File: src/i2c_lcd_backpack_writer_defines.svh
// Assertion macros for the I2C LCD backpack writer.
// Included by i2lcd_seq, which has the concurrent checks; no other dependencies.
`ifndef I2C_LCD_BACKPACK_WRITER_DEFINES_SVH
`define I2C_LCD_BACKPACK_WRITER_DEFINES_SVH

`ifndef SYNTH
// same-cycle implication, checked out of reset
`define I2LCD_ASSERT_NOW(lbl, clk, rstn, ante, cons) \
    lbl: assert property (@(posedge clk) disable iff (!rstn) (ante) |-> (cons)) \
        else $error("i2lcd check failed");
// next-cycle implication, checked out of reset
`define I2LCD_ASSERT_NEXT(lbl, clk, rstn, ante, cons) \
    lbl: assert property (@(posedge clk) disable iff (!rstn) (ante) |=> (cons)) \
        else $error("i2lcd check failed");
`else
`define I2LCD_ASSERT_NOW(lbl, clk, rstn, ante, cons)
`define I2LCD_ASSERT_NEXT(lbl, clk, rstn, ante, cons)
`endif

`endif

File: src/i2lcd_pkg.sv
// Shared types, constants and the expander byte formatter for the LCD writer.
// No dependencies.
package i2lcd_pkg;

    localparam logic [6:0] DEV_ADDR_RESET = 7'h27;
    localparam logic       BACKLIGHT_RESET = 1'b1;

    localparam logic [7:0] RS_MASK       = 8'h01;
    localparam logic [7:0] ENABLE_BIT    = 8'h04;
    localparam logic [7:0] BACKLIGHT_BIT = 8'h08;
    localparam logic [7:0] NIBBLE_MASK   = 8'hf0;

    localparam logic [2:0] EXP_LAST      = 3'd5;
    localparam logic [2:0] EXP_HI_EN     = 3'd1;
    localparam logic [2:0] EXP_LO_FIRST  = 3'd3;
    localparam logic [2:0] EXP_LO_EN     = 3'd4;
    localparam logic [2:0] BIT_LAST      = 3'd7;

    localparam logic [1:0] CFG_IDX_ADDR  = 2'd0;
    localparam logic [1:0] CFG_IDX_BL    = 2'd1;

    localparam logic REQ_TICK   = 1'b0;
    localparam logic REQ_SUBMIT = 1'b1;

    typedef struct packed {
        logic [6:0] device_address;
        logic       backlight_on;
    } cfg_t;

    typedef struct packed {
        logic       req_type;
        logic [7:0] lcd_value;
        logic       is_char;
        logic       sda_in;
    } req_t;

    typedef struct packed {
        logic done_res;
        logic nack;
        logic accepted;
        logic busy_res;
        logic sda_low;
        logic scl_low;
    } res_t;

    function automatic logic [7:0] expander_byte(input logic [7:0] value,
                                                 input logic       mode,
                                                 input logic       backlight,
                                                 input logic [2:0] idx);
        logic [7:0] b;
        if (idx < EXP_LO_FIRST) begin
            b = value & NIBBLE_MASK;
        end else begin
            b = {value[3:0], 4'h0};
        end
        b = b | ({7'd0, mode} & RS_MASK);
        if (backlight) begin
            b = b | BACKLIGHT_BIT;
        end
        if (idx == EXP_HI_EN || idx == EXP_LO_EN) begin
            b = b | ENABLE_BIT;
        end
        return b;
    endfunction

endpackage

File: src/i2c_lcd_backpack_writer.sv
// Top level: stream handshake, configuration registers and result register.
// Depends on i2lcd_pkg and i2lcd_seq.
// Latency: a result appears in the cycle after its item is accepted.
// One item per cycle while m_tready allows; the result register is the only stage.
// An I2C write of one expander byte takes 59 tick items; one LCD byte takes six.
// Reset (aresetn low, synchronous): idle, both lines released, address 0x27,
// backlight on, no result pending.
module i2c_lcd_backpack_writer (
    input  logic        aclk,
    input  logic        aresetn,
    input  logic        s_tvalid,
    output logic        s_tready,
    input  logic [15:0] s_tdata,   // lcd_value[7:0], sda_in[8], zero pad
    input  logic [1:0]  s_tuser,   // req_type[0], is_char[1]
    output logic        m_tvalid,
    input  logic        m_tready,
    output logic [7:0]  m_tdata,   // scl_low, sda_low, busy_res, accepted, nack, done_res
    input  logic        cfg_valid,
    output logic        cfg_ready,
    input  logic [1:0]  cfg_index,
    input  logic [6:0]  cfg_data
);

    i2lcd_pkg::cfg_t cfg_reg;
    i2lcd_pkg::req_t req;
    i2lcd_pkg::res_t res;
    logic            step_en;
    logic            m_valid_reg;
    logic [5:0]      m_data_reg;

    assign s_tready  = !m_valid_reg || m_tready;
    assign step_en   = s_tvalid && s_tready;
    assign cfg_ready = 1'b1;

    assign req.req_type  = s_tuser[0];
    assign req.is_char   = s_tuser[1];
    assign req.lcd_value = s_tdata[7:0];
    assign req.sda_in    = s_tdata[8];

    always_ff @(posedge aclk) begin
        if (!aresetn) begin
            cfg_reg.device_address <= i2lcd_pkg::DEV_ADDR_RESET;
            cfg_reg.backlight_on   <= i2lcd_pkg::BACKLIGHT_RESET;
        end else if (cfg_valid) begin
            unique case (cfg_index)
                i2lcd_pkg::CFG_IDX_ADDR: cfg_reg.device_address <= cfg_data;
                i2lcd_pkg::CFG_IDX_BL:   cfg_reg.backlight_on   <= cfg_data[0];
                default: ;
            endcase
        end
    end

    i2lcd_seq u_seq (
        .aclk    (aclk),
        .aresetn (aresetn),
        .step_en (step_en),
        .cfg     (cfg_reg),
        .req     (req),
        .res     (res)
    );

    always_ff @(posedge aclk) begin
        if (!aresetn) begin
            m_valid_reg <= 1'b0;
        end else if (step_en) begin
            m_valid_reg <= 1'b1;
        end else if (m_tready) begin
            m_valid_reg <= 1'b0;
        end
    end

    always_ff @(posedge aclk) begin
        if (step_en) begin
            m_data_reg <= res;
        end
    end

    assign m_tvalid = m_valid_reg;
    assign m_tdata  = {2'b00, m_data_reg};

endmodule

File: src/i2lcd_seq.sv
// Bus phase sequencer: one I2C phase per tick item, six writes per LCD byte.
// Depends on i2lcd_pkg and i2c_lcd_backpack_writer_defines.svh.
`include "i2c_lcd_backpack_writer_defines.svh"

module i2lcd_seq (
    input  logic              aclk,
    input  logic              aresetn,
    input  logic              step_en,
    input  i2lcd_pkg::cfg_t   cfg,
    input  i2lcd_pkg::req_t   req,
    output i2lcd_pkg::res_t   res
);

    typedef enum logic [3:0] {
        PH_START     = 4'd0,
        PH_START_SCL = 4'd1,
        PH_BIT_SDA   = 4'd2,
        PH_BIT_SCLR  = 4'd3,
        PH_BIT_SCLL  = 4'd4,
        PH_ACK_REL   = 4'd5,
        PH_ACK_SAMP  = 4'd6,
        PH_ACK_SCLL  = 4'd7,
        PH_STOP_SDA  = 4'd8,
        PH_STOP_SCL  = 4'd9,
        PH_STOP_REL  = 4'd10
    } phase_t;

    phase_t     phase_reg, phase_next;
    logic [2:0] exp_idx_reg, exp_idx_next;
    logic [2:0] bit_idx_reg, bit_idx_next;
    logic       data_byte_reg, data_byte_next;
    logic [7:0] shift_reg, shift_next;
    logic [7:0] held_value_reg, held_value_next;
    logic       held_mode_reg, held_mode_next;
    logic       scl_reg, scl_next;
    logic       sda_reg, sda_next;
    logic       active_reg, active_next;
    logic       accepted, nack, done;

    always_comb begin
        phase_next      = phase_reg;
        exp_idx_next    = exp_idx_reg;
        bit_idx_next    = bit_idx_reg;
        data_byte_next  = data_byte_reg;
        shift_next      = shift_reg;
        held_value_next = held_value_reg;
        held_mode_next  = held_mode_reg;
        scl_next        = scl_reg;
        sda_next        = sda_reg;
        active_next     = active_reg;
        accepted        = 1'b0;
        nack            = 1'b0;
        done            = 1'b0;

        if (req.req_type == i2lcd_pkg::REQ_SUBMIT) begin
            if (!active_reg) begin
                held_value_next = req.lcd_value;
                held_mode_next  = req.is_char;
                active_next     = 1'b1;
                phase_next      = PH_START;
                exp_idx_next    = 3'd0;
                bit_idx_next    = 3'd0;
                data_byte_next  = 1'b0;
                accepted        = 1'b1;
            end
        end else if (active_reg) begin
            unique case (phase_reg)
                PH_START: begin
                    sda_next       = 1'b1;
                    shift_next     = {cfg.device_address, 1'b0};
                    bit_idx_next   = 3'd0;
                    data_byte_next = 1'b0;
                    phase_next     = PH_START_SCL;
                end
                PH_START_SCL: begin
                    scl_next   = 1'b1;
                    phase_next = PH_BIT_SDA;
                end
                PH_BIT_SDA: begin
                    sda_next   = ~shift_reg[7];
                    shift_next = {shift_reg[6:0], 1'b0};
                    phase_next = PH_BIT_SCLR;
                end
                PH_BIT_SCLR: begin
                    scl_next   = 1'b0;
                    phase_next = PH_BIT_SCLL;
                end
                PH_BIT_SCLL: begin
                    scl_next = 1'b1;
                    if (bit_idx_reg == i2lcd_pkg::BIT_LAST) begin
                        bit_idx_next = 3'd0;
                        phase_next   = PH_ACK_REL;
                    end else begin
                        bit_idx_next = bit_idx_reg + 3'd1;
                        phase_next   = PH_BIT_SDA;
                    end
                end
                PH_ACK_REL: begin
                    sda_next   = 1'b0;
                    phase_next = PH_ACK_SAMP;
                end
                PH_ACK_SAMP: begin
                    scl_next   = 1'b0;
                    nack       = req.sda_in;
                    phase_next = PH_ACK_SCLL;
                end
                PH_ACK_SCLL: begin
                    scl_next = 1'b1;
                    if (!data_byte_reg) begin
                        data_byte_next = 1'b1;
                        shift_next     = i2lcd_pkg::expander_byte(held_value_reg,
                                             held_mode_reg, cfg.backlight_on, exp_idx_reg);
                        bit_idx_next   = 3'd0;
                        phase_next     = PH_BIT_SDA;
                    end else begin
                        phase_next = PH_STOP_SDA;
                    end
                end
                PH_STOP_SDA: begin
                    sda_next   = 1'b1;
                    phase_next = PH_STOP_SCL;
                end
                PH_STOP_SCL: begin
                    scl_next   = 1'b0;
                    phase_next = PH_STOP_REL;
                end
                PH_STOP_REL: begin
                    sda_next   = 1'b0;
                    phase_next = PH_START;
                    if (exp_idx_reg >= i2lcd_pkg::EXP_LAST) begin
                        exp_idx_next = 3'd0;
                        active_next  = 1'b0;
                        done         = 1'b1;
                    end else begin
                        exp_idx_next = exp_idx_reg + 3'd1;
                    end
                end
                default: begin
                    scl_next     = 1'b0;
                    sda_next     = 1'b0;
                    phase_next   = PH_START;
                    exp_idx_next = 3'd0;
                    active_next  = 1'b0;
                end
            endcase
        end
    end

    always_ff @(posedge aclk) begin
        if (!aresetn) begin
            phase_reg      <= PH_START;
            exp_idx_reg    <= 3'd0;
            bit_idx_reg    <= 3'd0;
            data_byte_reg  <= 1'b0;
            shift_reg      <= 8'd0;
            held_value_reg <= 8'd0;
            held_mode_reg  <= 1'b0;
            scl_reg        <= 1'b0;
            sda_reg        <= 1'b0;
            active_reg     <= 1'b0;
        end else if (step_en) begin
            phase_reg      <= phase_next;
            exp_idx_reg    <= exp_idx_next;
            bit_idx_reg    <= bit_idx_next;
            data_byte_reg  <= data_byte_next;
            shift_reg      <= shift_next;
            held_value_reg <= held_value_next;
            held_mode_reg  <= held_mode_next;
            scl_reg        <= scl_next;
            sda_reg        <= sda_next;
            active_reg     <= active_next;
        end
    end

    assign res.scl_low  = scl_next;
    assign res.sda_low  = sda_next;
    assign res.busy_res = active_next;
    assign res.accepted = accepted;
    assign res.nack     = nack;
    assign res.done_res = done;

    // idle means both lines released
    `I2LCD_ASSERT_NOW(a_idle_released, aclk, aresetn, !active_reg, !scl_reg && !sda_reg)
    `I2LCD_ASSERT_NOW(a_nack_in_ack, aclk, aresetn, res.nack, phase_reg == PH_ACK_SAMP)
    `I2LCD_ASSERT_NOW(a_done_at_end, aclk, aresetn, res.done_res,
                      phase_reg == PH_STOP_REL && exp_idx_reg == i2lcd_pkg::EXP_LAST)
    `I2LCD_ASSERT_NEXT(a_submit_starts, aclk, aresetn, step_en && res.accepted,
                       active_reg && phase_reg == PH_START && exp_idx_reg == 3'd0)

endmodule

File: config.mk
export PLATFORM = sky130hd
export DESIGN_NAME = i2c_lcd_backpack_writer
export DESIGN_NICKNAME = d
export VERILOG_FILES = /design/src/i2lcd_pkg.sv /design/src/i2c_lcd_backpack_writer.sv /design/src/i2lcd_seq.sv
export VERILOG_INCLUDE_DIRS = /design/src /design/src/src
export SDC_FILE = /design/constraint.sdc
export NUM_CORES = 1
export LEC_CHECK = 0
export BUFFER_PORTS_ARGS = -buffer_cell sky130_fd_sc_hd__buf_2
export CAP_MARGIN = 20
export CORE_MARGIN = 2
export CORE_UTILIZATION = 35
export DETAILED_ROUTE_END_ITERATION = 8
export HOLD_SLACK_MARGIN = 0.15
export SYNTH_ARGS = -nofsm -noshare
export SYNTH_HDL_FRONTEND = slang
export SYNTH_SLANG_ARGS = --single-unit
export TNS_END_PERCENT = 1
File: constraint.sdc
create_clock -name aclk -period 2.06 [get_ports aclk]
set_input_delay 0.206 -clock aclk [delete_from_list [all_inputs] [get_ports aclk]]
set_output_delay 0.206 -clock aclk [all_outputs]
set_load 0.05 [all_outputs]
Yosys cells after proc, flatten, opt, wreduce, memory -nomap -nowiden
Cells that the tools add are included.
Cells by class
  add/subtract/negate cells: 2
  magnitude comparators: 2
  equality and inequality tests: 18
  muxes and demuxes: 43
  bitwise gates (word level): 6
  reduce and logical (&&, ||, !) cells: 26
Operators with widths (count)
  2-to-1 mux 8 bit: 6
  case mux 4 bit (10 select lines): 1
  2-to-1 mux 3 bit: 10
  case mux 8 bit (3 select lines): 1
  2-to-1 mux 4 bit: 5
  == test 4 x 3 -> 1 bit, second input constant: 4
  2-to-1 mux 1 bit: 14
  == test 4 bit, second input constant: 3
  AND reduction 5 bit: 2
  OR reduction 10 bit: 1
  case mux 3 bit (3 select lines): 1
  OR reduction 3 bit: 3
  == test 4 x 2 -> 1 bit, second input constant: 2
  bitwise OR 8 x 1 -> 8 bit: 1
  AND reduction 4 bit: 2
  adder 3 x 1 -> 3 bit, second input constant: 2
  == test 3 bit, second input constant: 2
  case mux 1 bit (2 select lines): 3
  case mux 3 bit (2 select lines): 1
  AND reduction 3 bit: 2
  nonzero test 3 bit: 2
  OR reduction 6 bit: 1
  inverter 1 bit: 5
  OR reduction 5 bit: 1
  other kinds (18): 22
Word-level totals
  bits in registers: 46
  input port bits: 32
  output and inout port bits: 11

Longest topological paths before layout
  word-level depth: 11
  depth in mapped cells: 7

Modules after synthesis
Synthesis repeated with hierarchy kept, for this count alone.
Second synthesis, totals
  cell total of the unflattened synthesis: 298
  area, all modules: 2585.0 um^2
Modules (own cells, without submodules)
  i2lcd_seq: instances 1, cells an instance 248, area each 1980.6 um^2, seq. area each 620.6 um^2
  i2c_lcd_backpack_writer: instances 1, cells an instance 50, area each 604.3 um^2, seq. area each 360.3 um^2

Worst setup path after synthesis
No wires, ideal clock.
  kind: register -> register
  start point: register m_valid_reg, in the netlist m_tvalid
  end point: register u_seq.bit_idx_reg[0]
  setup time: 0.072 ns
  arrival: 1.604 ns
  data required time: 1.988 ns
  path slack: 0.384 ns
  cell stages (with the launch flop): 6
  buffers on the path: 0
  cell sequence: dfxtp_1 nor2b_4 inv_2 nand3_2 o31a_1 mux2i_1
Between the ends
  cells in the longest elaborated chain, start to end: 4
Ends and longest elaborated chain
  from (decl): line i2c_lcd_backpack_writer.sv:28  | logic m_valid_reg;
  from (signal assigned): line i2c_lcd_backpack_writer.sv:64  | m_valid_reg <= 1'b0;
  from (signal assigned): line i2c_lcd_backpack_writer.sv:66  | m_valid_reg <= 1'b1;
  from (signal assigned): line i2c_lcd_backpack_writer.sv:68  | m_valid_reg <= 1'b0;
  zero test 1 bit: line i2c_lcd_backpack_writer.sv:31  | assign s_tready = !m_valid_reg || m_tready;
  logical OR 1 bit: line i2c_lcd_backpack_writer.sv:31
  via s_tready: line i2c_lcd_backpack_writer.sv:12  | output logic s_tready,
  logical AND 1 bit: line i2c_lcd_backpack_writer.sv:32  | assign step_en = s_tvalid && s_tready;
  AND reduction 5 bit (no source line)
  to (signal assigned): line i2lcd_seq.sv:164  | bit_idx_reg <= bit_idx_next;
  to (decl): line i2lcd_seq.sv:30  | logic [2:0] bit_idx_reg, bit_idx_next;
The timed path passes the listed nets, and every way through them passes these cells.
A chain may end at the register's enable or synchronous reset.

Worst setup path in the final report
  start point: register u_seq.phase_reg[2]
  end point: register u_seq.shift_reg[5]
Between the ends
  cells in the longest elaborated chain, start to end: 3
  elaborated cells on any way between the ends: 7
Ends and longest elaborated chain
  from (decl): line i2lcd_seq.sv:28  | phase_t phase_reg, phase_next;
  from (signal assigned): line i2lcd_seq.sv:162  | phase_reg <= phase_next;
  == test 4 x 3 -> 1 bit, or another cell as far along: line i2lcd_seq.sv:67  | unique case (phase_reg)
  inequality test 2 bit (no source line) or nonzero test 3 bit (tied branches)
  AND reduction 5 bit (no source line)
  to (signal assigned): line i2lcd_seq.sv:166  | shift_reg <= shift_next;
  to (decl): line i2lcd_seq.sv:32  | logic [7:0] shift_reg, shift_next;
Parallel ways exist; a longest one is shown, timed or not.

==> out/qor.txt <==
placed cell area -> 0.00287 mm^2
Crit Reg-Reg Startpoint -> u_seq.phase_reg[2]
die area -> 0.00814 mm^2
CP startpoint kind -> flop
Sequential Area -> 981 um^2
Register-to-Register Path Depth -> 4
FF+latch count, synth -> 46
worst hold-check path type -> in -> reg
reg2reg end -> u_seq.shift_reg[5]
Static Leakage -> 1.22 nW
total power -> 1.83 mW
hold_buf cts -> 12
Routed WL -> 6210 um
GR Overflow Total -> 0
CP required -> 2300 ps
number of DRC markers in iteration 0 -> 139
clock buffer depth -> 2
clk slew on worst S/H paths -> 90 ps
DRC viols -> 0
Multi-input gate area -> 0.00145 mm^2
Routed wire per std cell -> 14.2 um
IO Count -> 43
CP startpoint -> u_seq.phase_reg[2]
largest net degree at the start of global routing -> 20
Max Slew Vio Count -> 0
Seq/Total Area, Yosys -> 0.377
number of global-route vias before repair -> 2231
remaining antenna violation count -> 0
Post-Route Setup TNS -> 0 ps
Max-cap violations -> 0
IO Port Bufs -> 32
PostCTS Resize Cnt -> 0
Die Ht -> 90.2 um
Worst Tran Pin Value -> 525 ps
post-synth cell types -> 66
CP Capture Type -> flop
post-DP HPWL -> 4550 um
depth of the worst hold-timing path -> 3
crit-path max FO -> 13
hold_sp -> s_tdata[4]
Worst Path Class, Setup -> reg -> reg
CP cell instances -> and3_1 > o2111ai_1 > nor2_2 > o221a_1
Final nets -> 377
Avg Inst Size Synth -> 8.94 um^2
Worst EP arrival -> 1980 ps
number of vias per cell -> 5.25
core area -> 0.00721 mm^2
Die Width -> 90.2 um
GRT Util Overall -> 0.157
Initial Util -> 0.361
clock sinks -> 46
Worst-Skew Late Latency -> 300 ps
final instance area -> 0.00308 mm^2
Synth Warn # -> 0
Root Driver -> clkbuf_8
final setup vio count -> 0
CTS tree -> built
commonest register cell after synthesis -> dfxtp_1
WHS Endpoint -> u_seq.held_value_reg[4]
cell area after synthesis -> 0.00260 mm^2
first-pass GRT wire length -> 10600 um
unrepaired setup endpoints after global routing -> no
via count -> 2293
layout filler cell count -> 781
status -> finished, final reports clean
CTS H-tree depth -> 2
maximum VDD drop -> 0.311 mV
Crit path largest cell delay -> 610 ps
setup slack, reg-to-reg -> 320 ps
Max-slew headroom -> 0.649
Layout area overhead -> 18.4%
Hold Fails Final Rpt -> 0
# rows -> 31
achievable frequency -> 576 MHz
most frequent cells in the layout -> dfxtp_1, buf_2, a21oi_1, nand2_1, nand3_1
crit path time final -> 1740 ps
fin crit share -> 0.843
cell area power density -> 593 mW/mm^2
Synth async-reset ratio -> 0
Slowest-stage cell, CP -> dfxtp_1
Post-synth EDFFs -> 6
cells after synthesis -> 291
share of cells above drive strength 1 -> 0.216
DR pass1 iterations -> 4
Clock Skew -> 2.93 ps
antenna cells -> 0
final weighted congestion in routability-driven placement -> 0.791
initial antenna violation count -> 0
Inserted Clock Buffers -> 5
setup bufs post-CTS -> 0
commonest non-fill, non-tap cell in the layout -> dfxtp_1
[cell usage after synthesis, types with 3 or more instances]
cell | instances | area, um^2
ha_1 | 8 | 100
buf_2 | 7 | 35.0
buf_4 | 6 | 45.0
nand4_1 | 3 | 18.8
nand3b_1 | 4 | 30.0
buf_6 | 4 | 45.0
edfxtp_1 | 6 | 180
nor2_1 | 18 | 67.6
nor3_1 | 3 | 15.0
nand2b_1 | 4 | 25.0
o21a_1 | 3 | 22.5
mux2i_1 | 17 | 170
inv_1 | 6 | 22.5
clkbuf_1 | 5 | 18.8
o2bb2ai_1 | 3 | 26.3
nor4bb_1 | 4 | 40.0
o221a_1 | 3 | 33.8
nand3_1 | 19 | 95.1
o211ai_1 | 4 | 30.0
a21oi_1 | 29 | 145
a311oi_1 | 3 | 26.3
nand2_1 | 29 | 109
o21ai_0 | 10 | 50.1
dfxtp_1 | 40 | 801
[power breakdown]
group          internal [mW]  leakage, nW  switching, mW  total (mW)
combinational          0.113        0.781          0.175       0.288
sequential             0.941        0.384         0.0206       0.961
clock                  0.271       0.0515          0.305       0.576
total                   1.32         1.22          0.500        1.83
[worst max path at each step]
stage	end	slack [ps]	cells after the start
final	u_seq.shift_reg[5]	320	4
after global routing	u_seq.bit_idx_reg[2]	210	5
after CTS	u_seq.bit_idx_reg[0]	320	5
after detailed placement	u_seq.bit_idx_reg[0]	340	5
after global placement	u_seq.shift_reg[6]	360	5
after floorplan	u_seq.bit_idx_reg[0]	380	5
[worst max-delay path: cells and delay by family, from the launching register on]
family | cells | cell delay [ps]
DFF | 1 | 610
and+or+nand+nor | 2 | 670
AOI/OAI and AO/OA | 2 | 400
[cells by family after synthesis]
| family | Yosys count | share of synthesized area |
|---|---|---|
| compound gates | 76 | 0.199 |
| mux | 18 | 0.0697 |
| fa+ha+maj | 8 | 0.0385 |
| simple gates | 109 | 0.241 |
| flops | 46 | 0.377 |
| xor+xnor | 1 | 0.00337 |
| other cells | 2 | 0.00289 |
| buf+inv | 31 | 0.0683 |
[final cells by class]
| class | count | share of cell area |
|---|---|---|
| multi-input cells | 215 | 0.470 |
| repair buffers | 60 | 0.130 |
| inverters | 9 | 0.0110 |
| well taps | 99 | 0.0402 |
| clock buffers | 6 | 0.0268 |
| clock inverters | 2 | 0.00366 |
| flip-flops and latches | 46 | 0.319 |
[layer usage]
layer / global-route usage / wire length [um] / vias up
met5: 0 / 0 / -
met4: 0.0487 / 73 / 0
met3: 0.0277 / 181 / 6
met2: 0.268 / 3020 / 43
met1: 0.203 / 2940 / 1101
li1: - / - / 1143
[per-stage QoR]
step	hold slack [ps]	std cells	util	worst slack (ps)
3_5_place_dp	429	417	0.397	336
3_3_place_gp	421	417	0.397	365
6_report	162	437	0.427	323
5_1_grt	154	437	0.427	208
4_1_cts	155	437	0.427	322
2_1_floorplan	331	292	-	384
No activity file was read; power rests on OpenSTA's default activity.
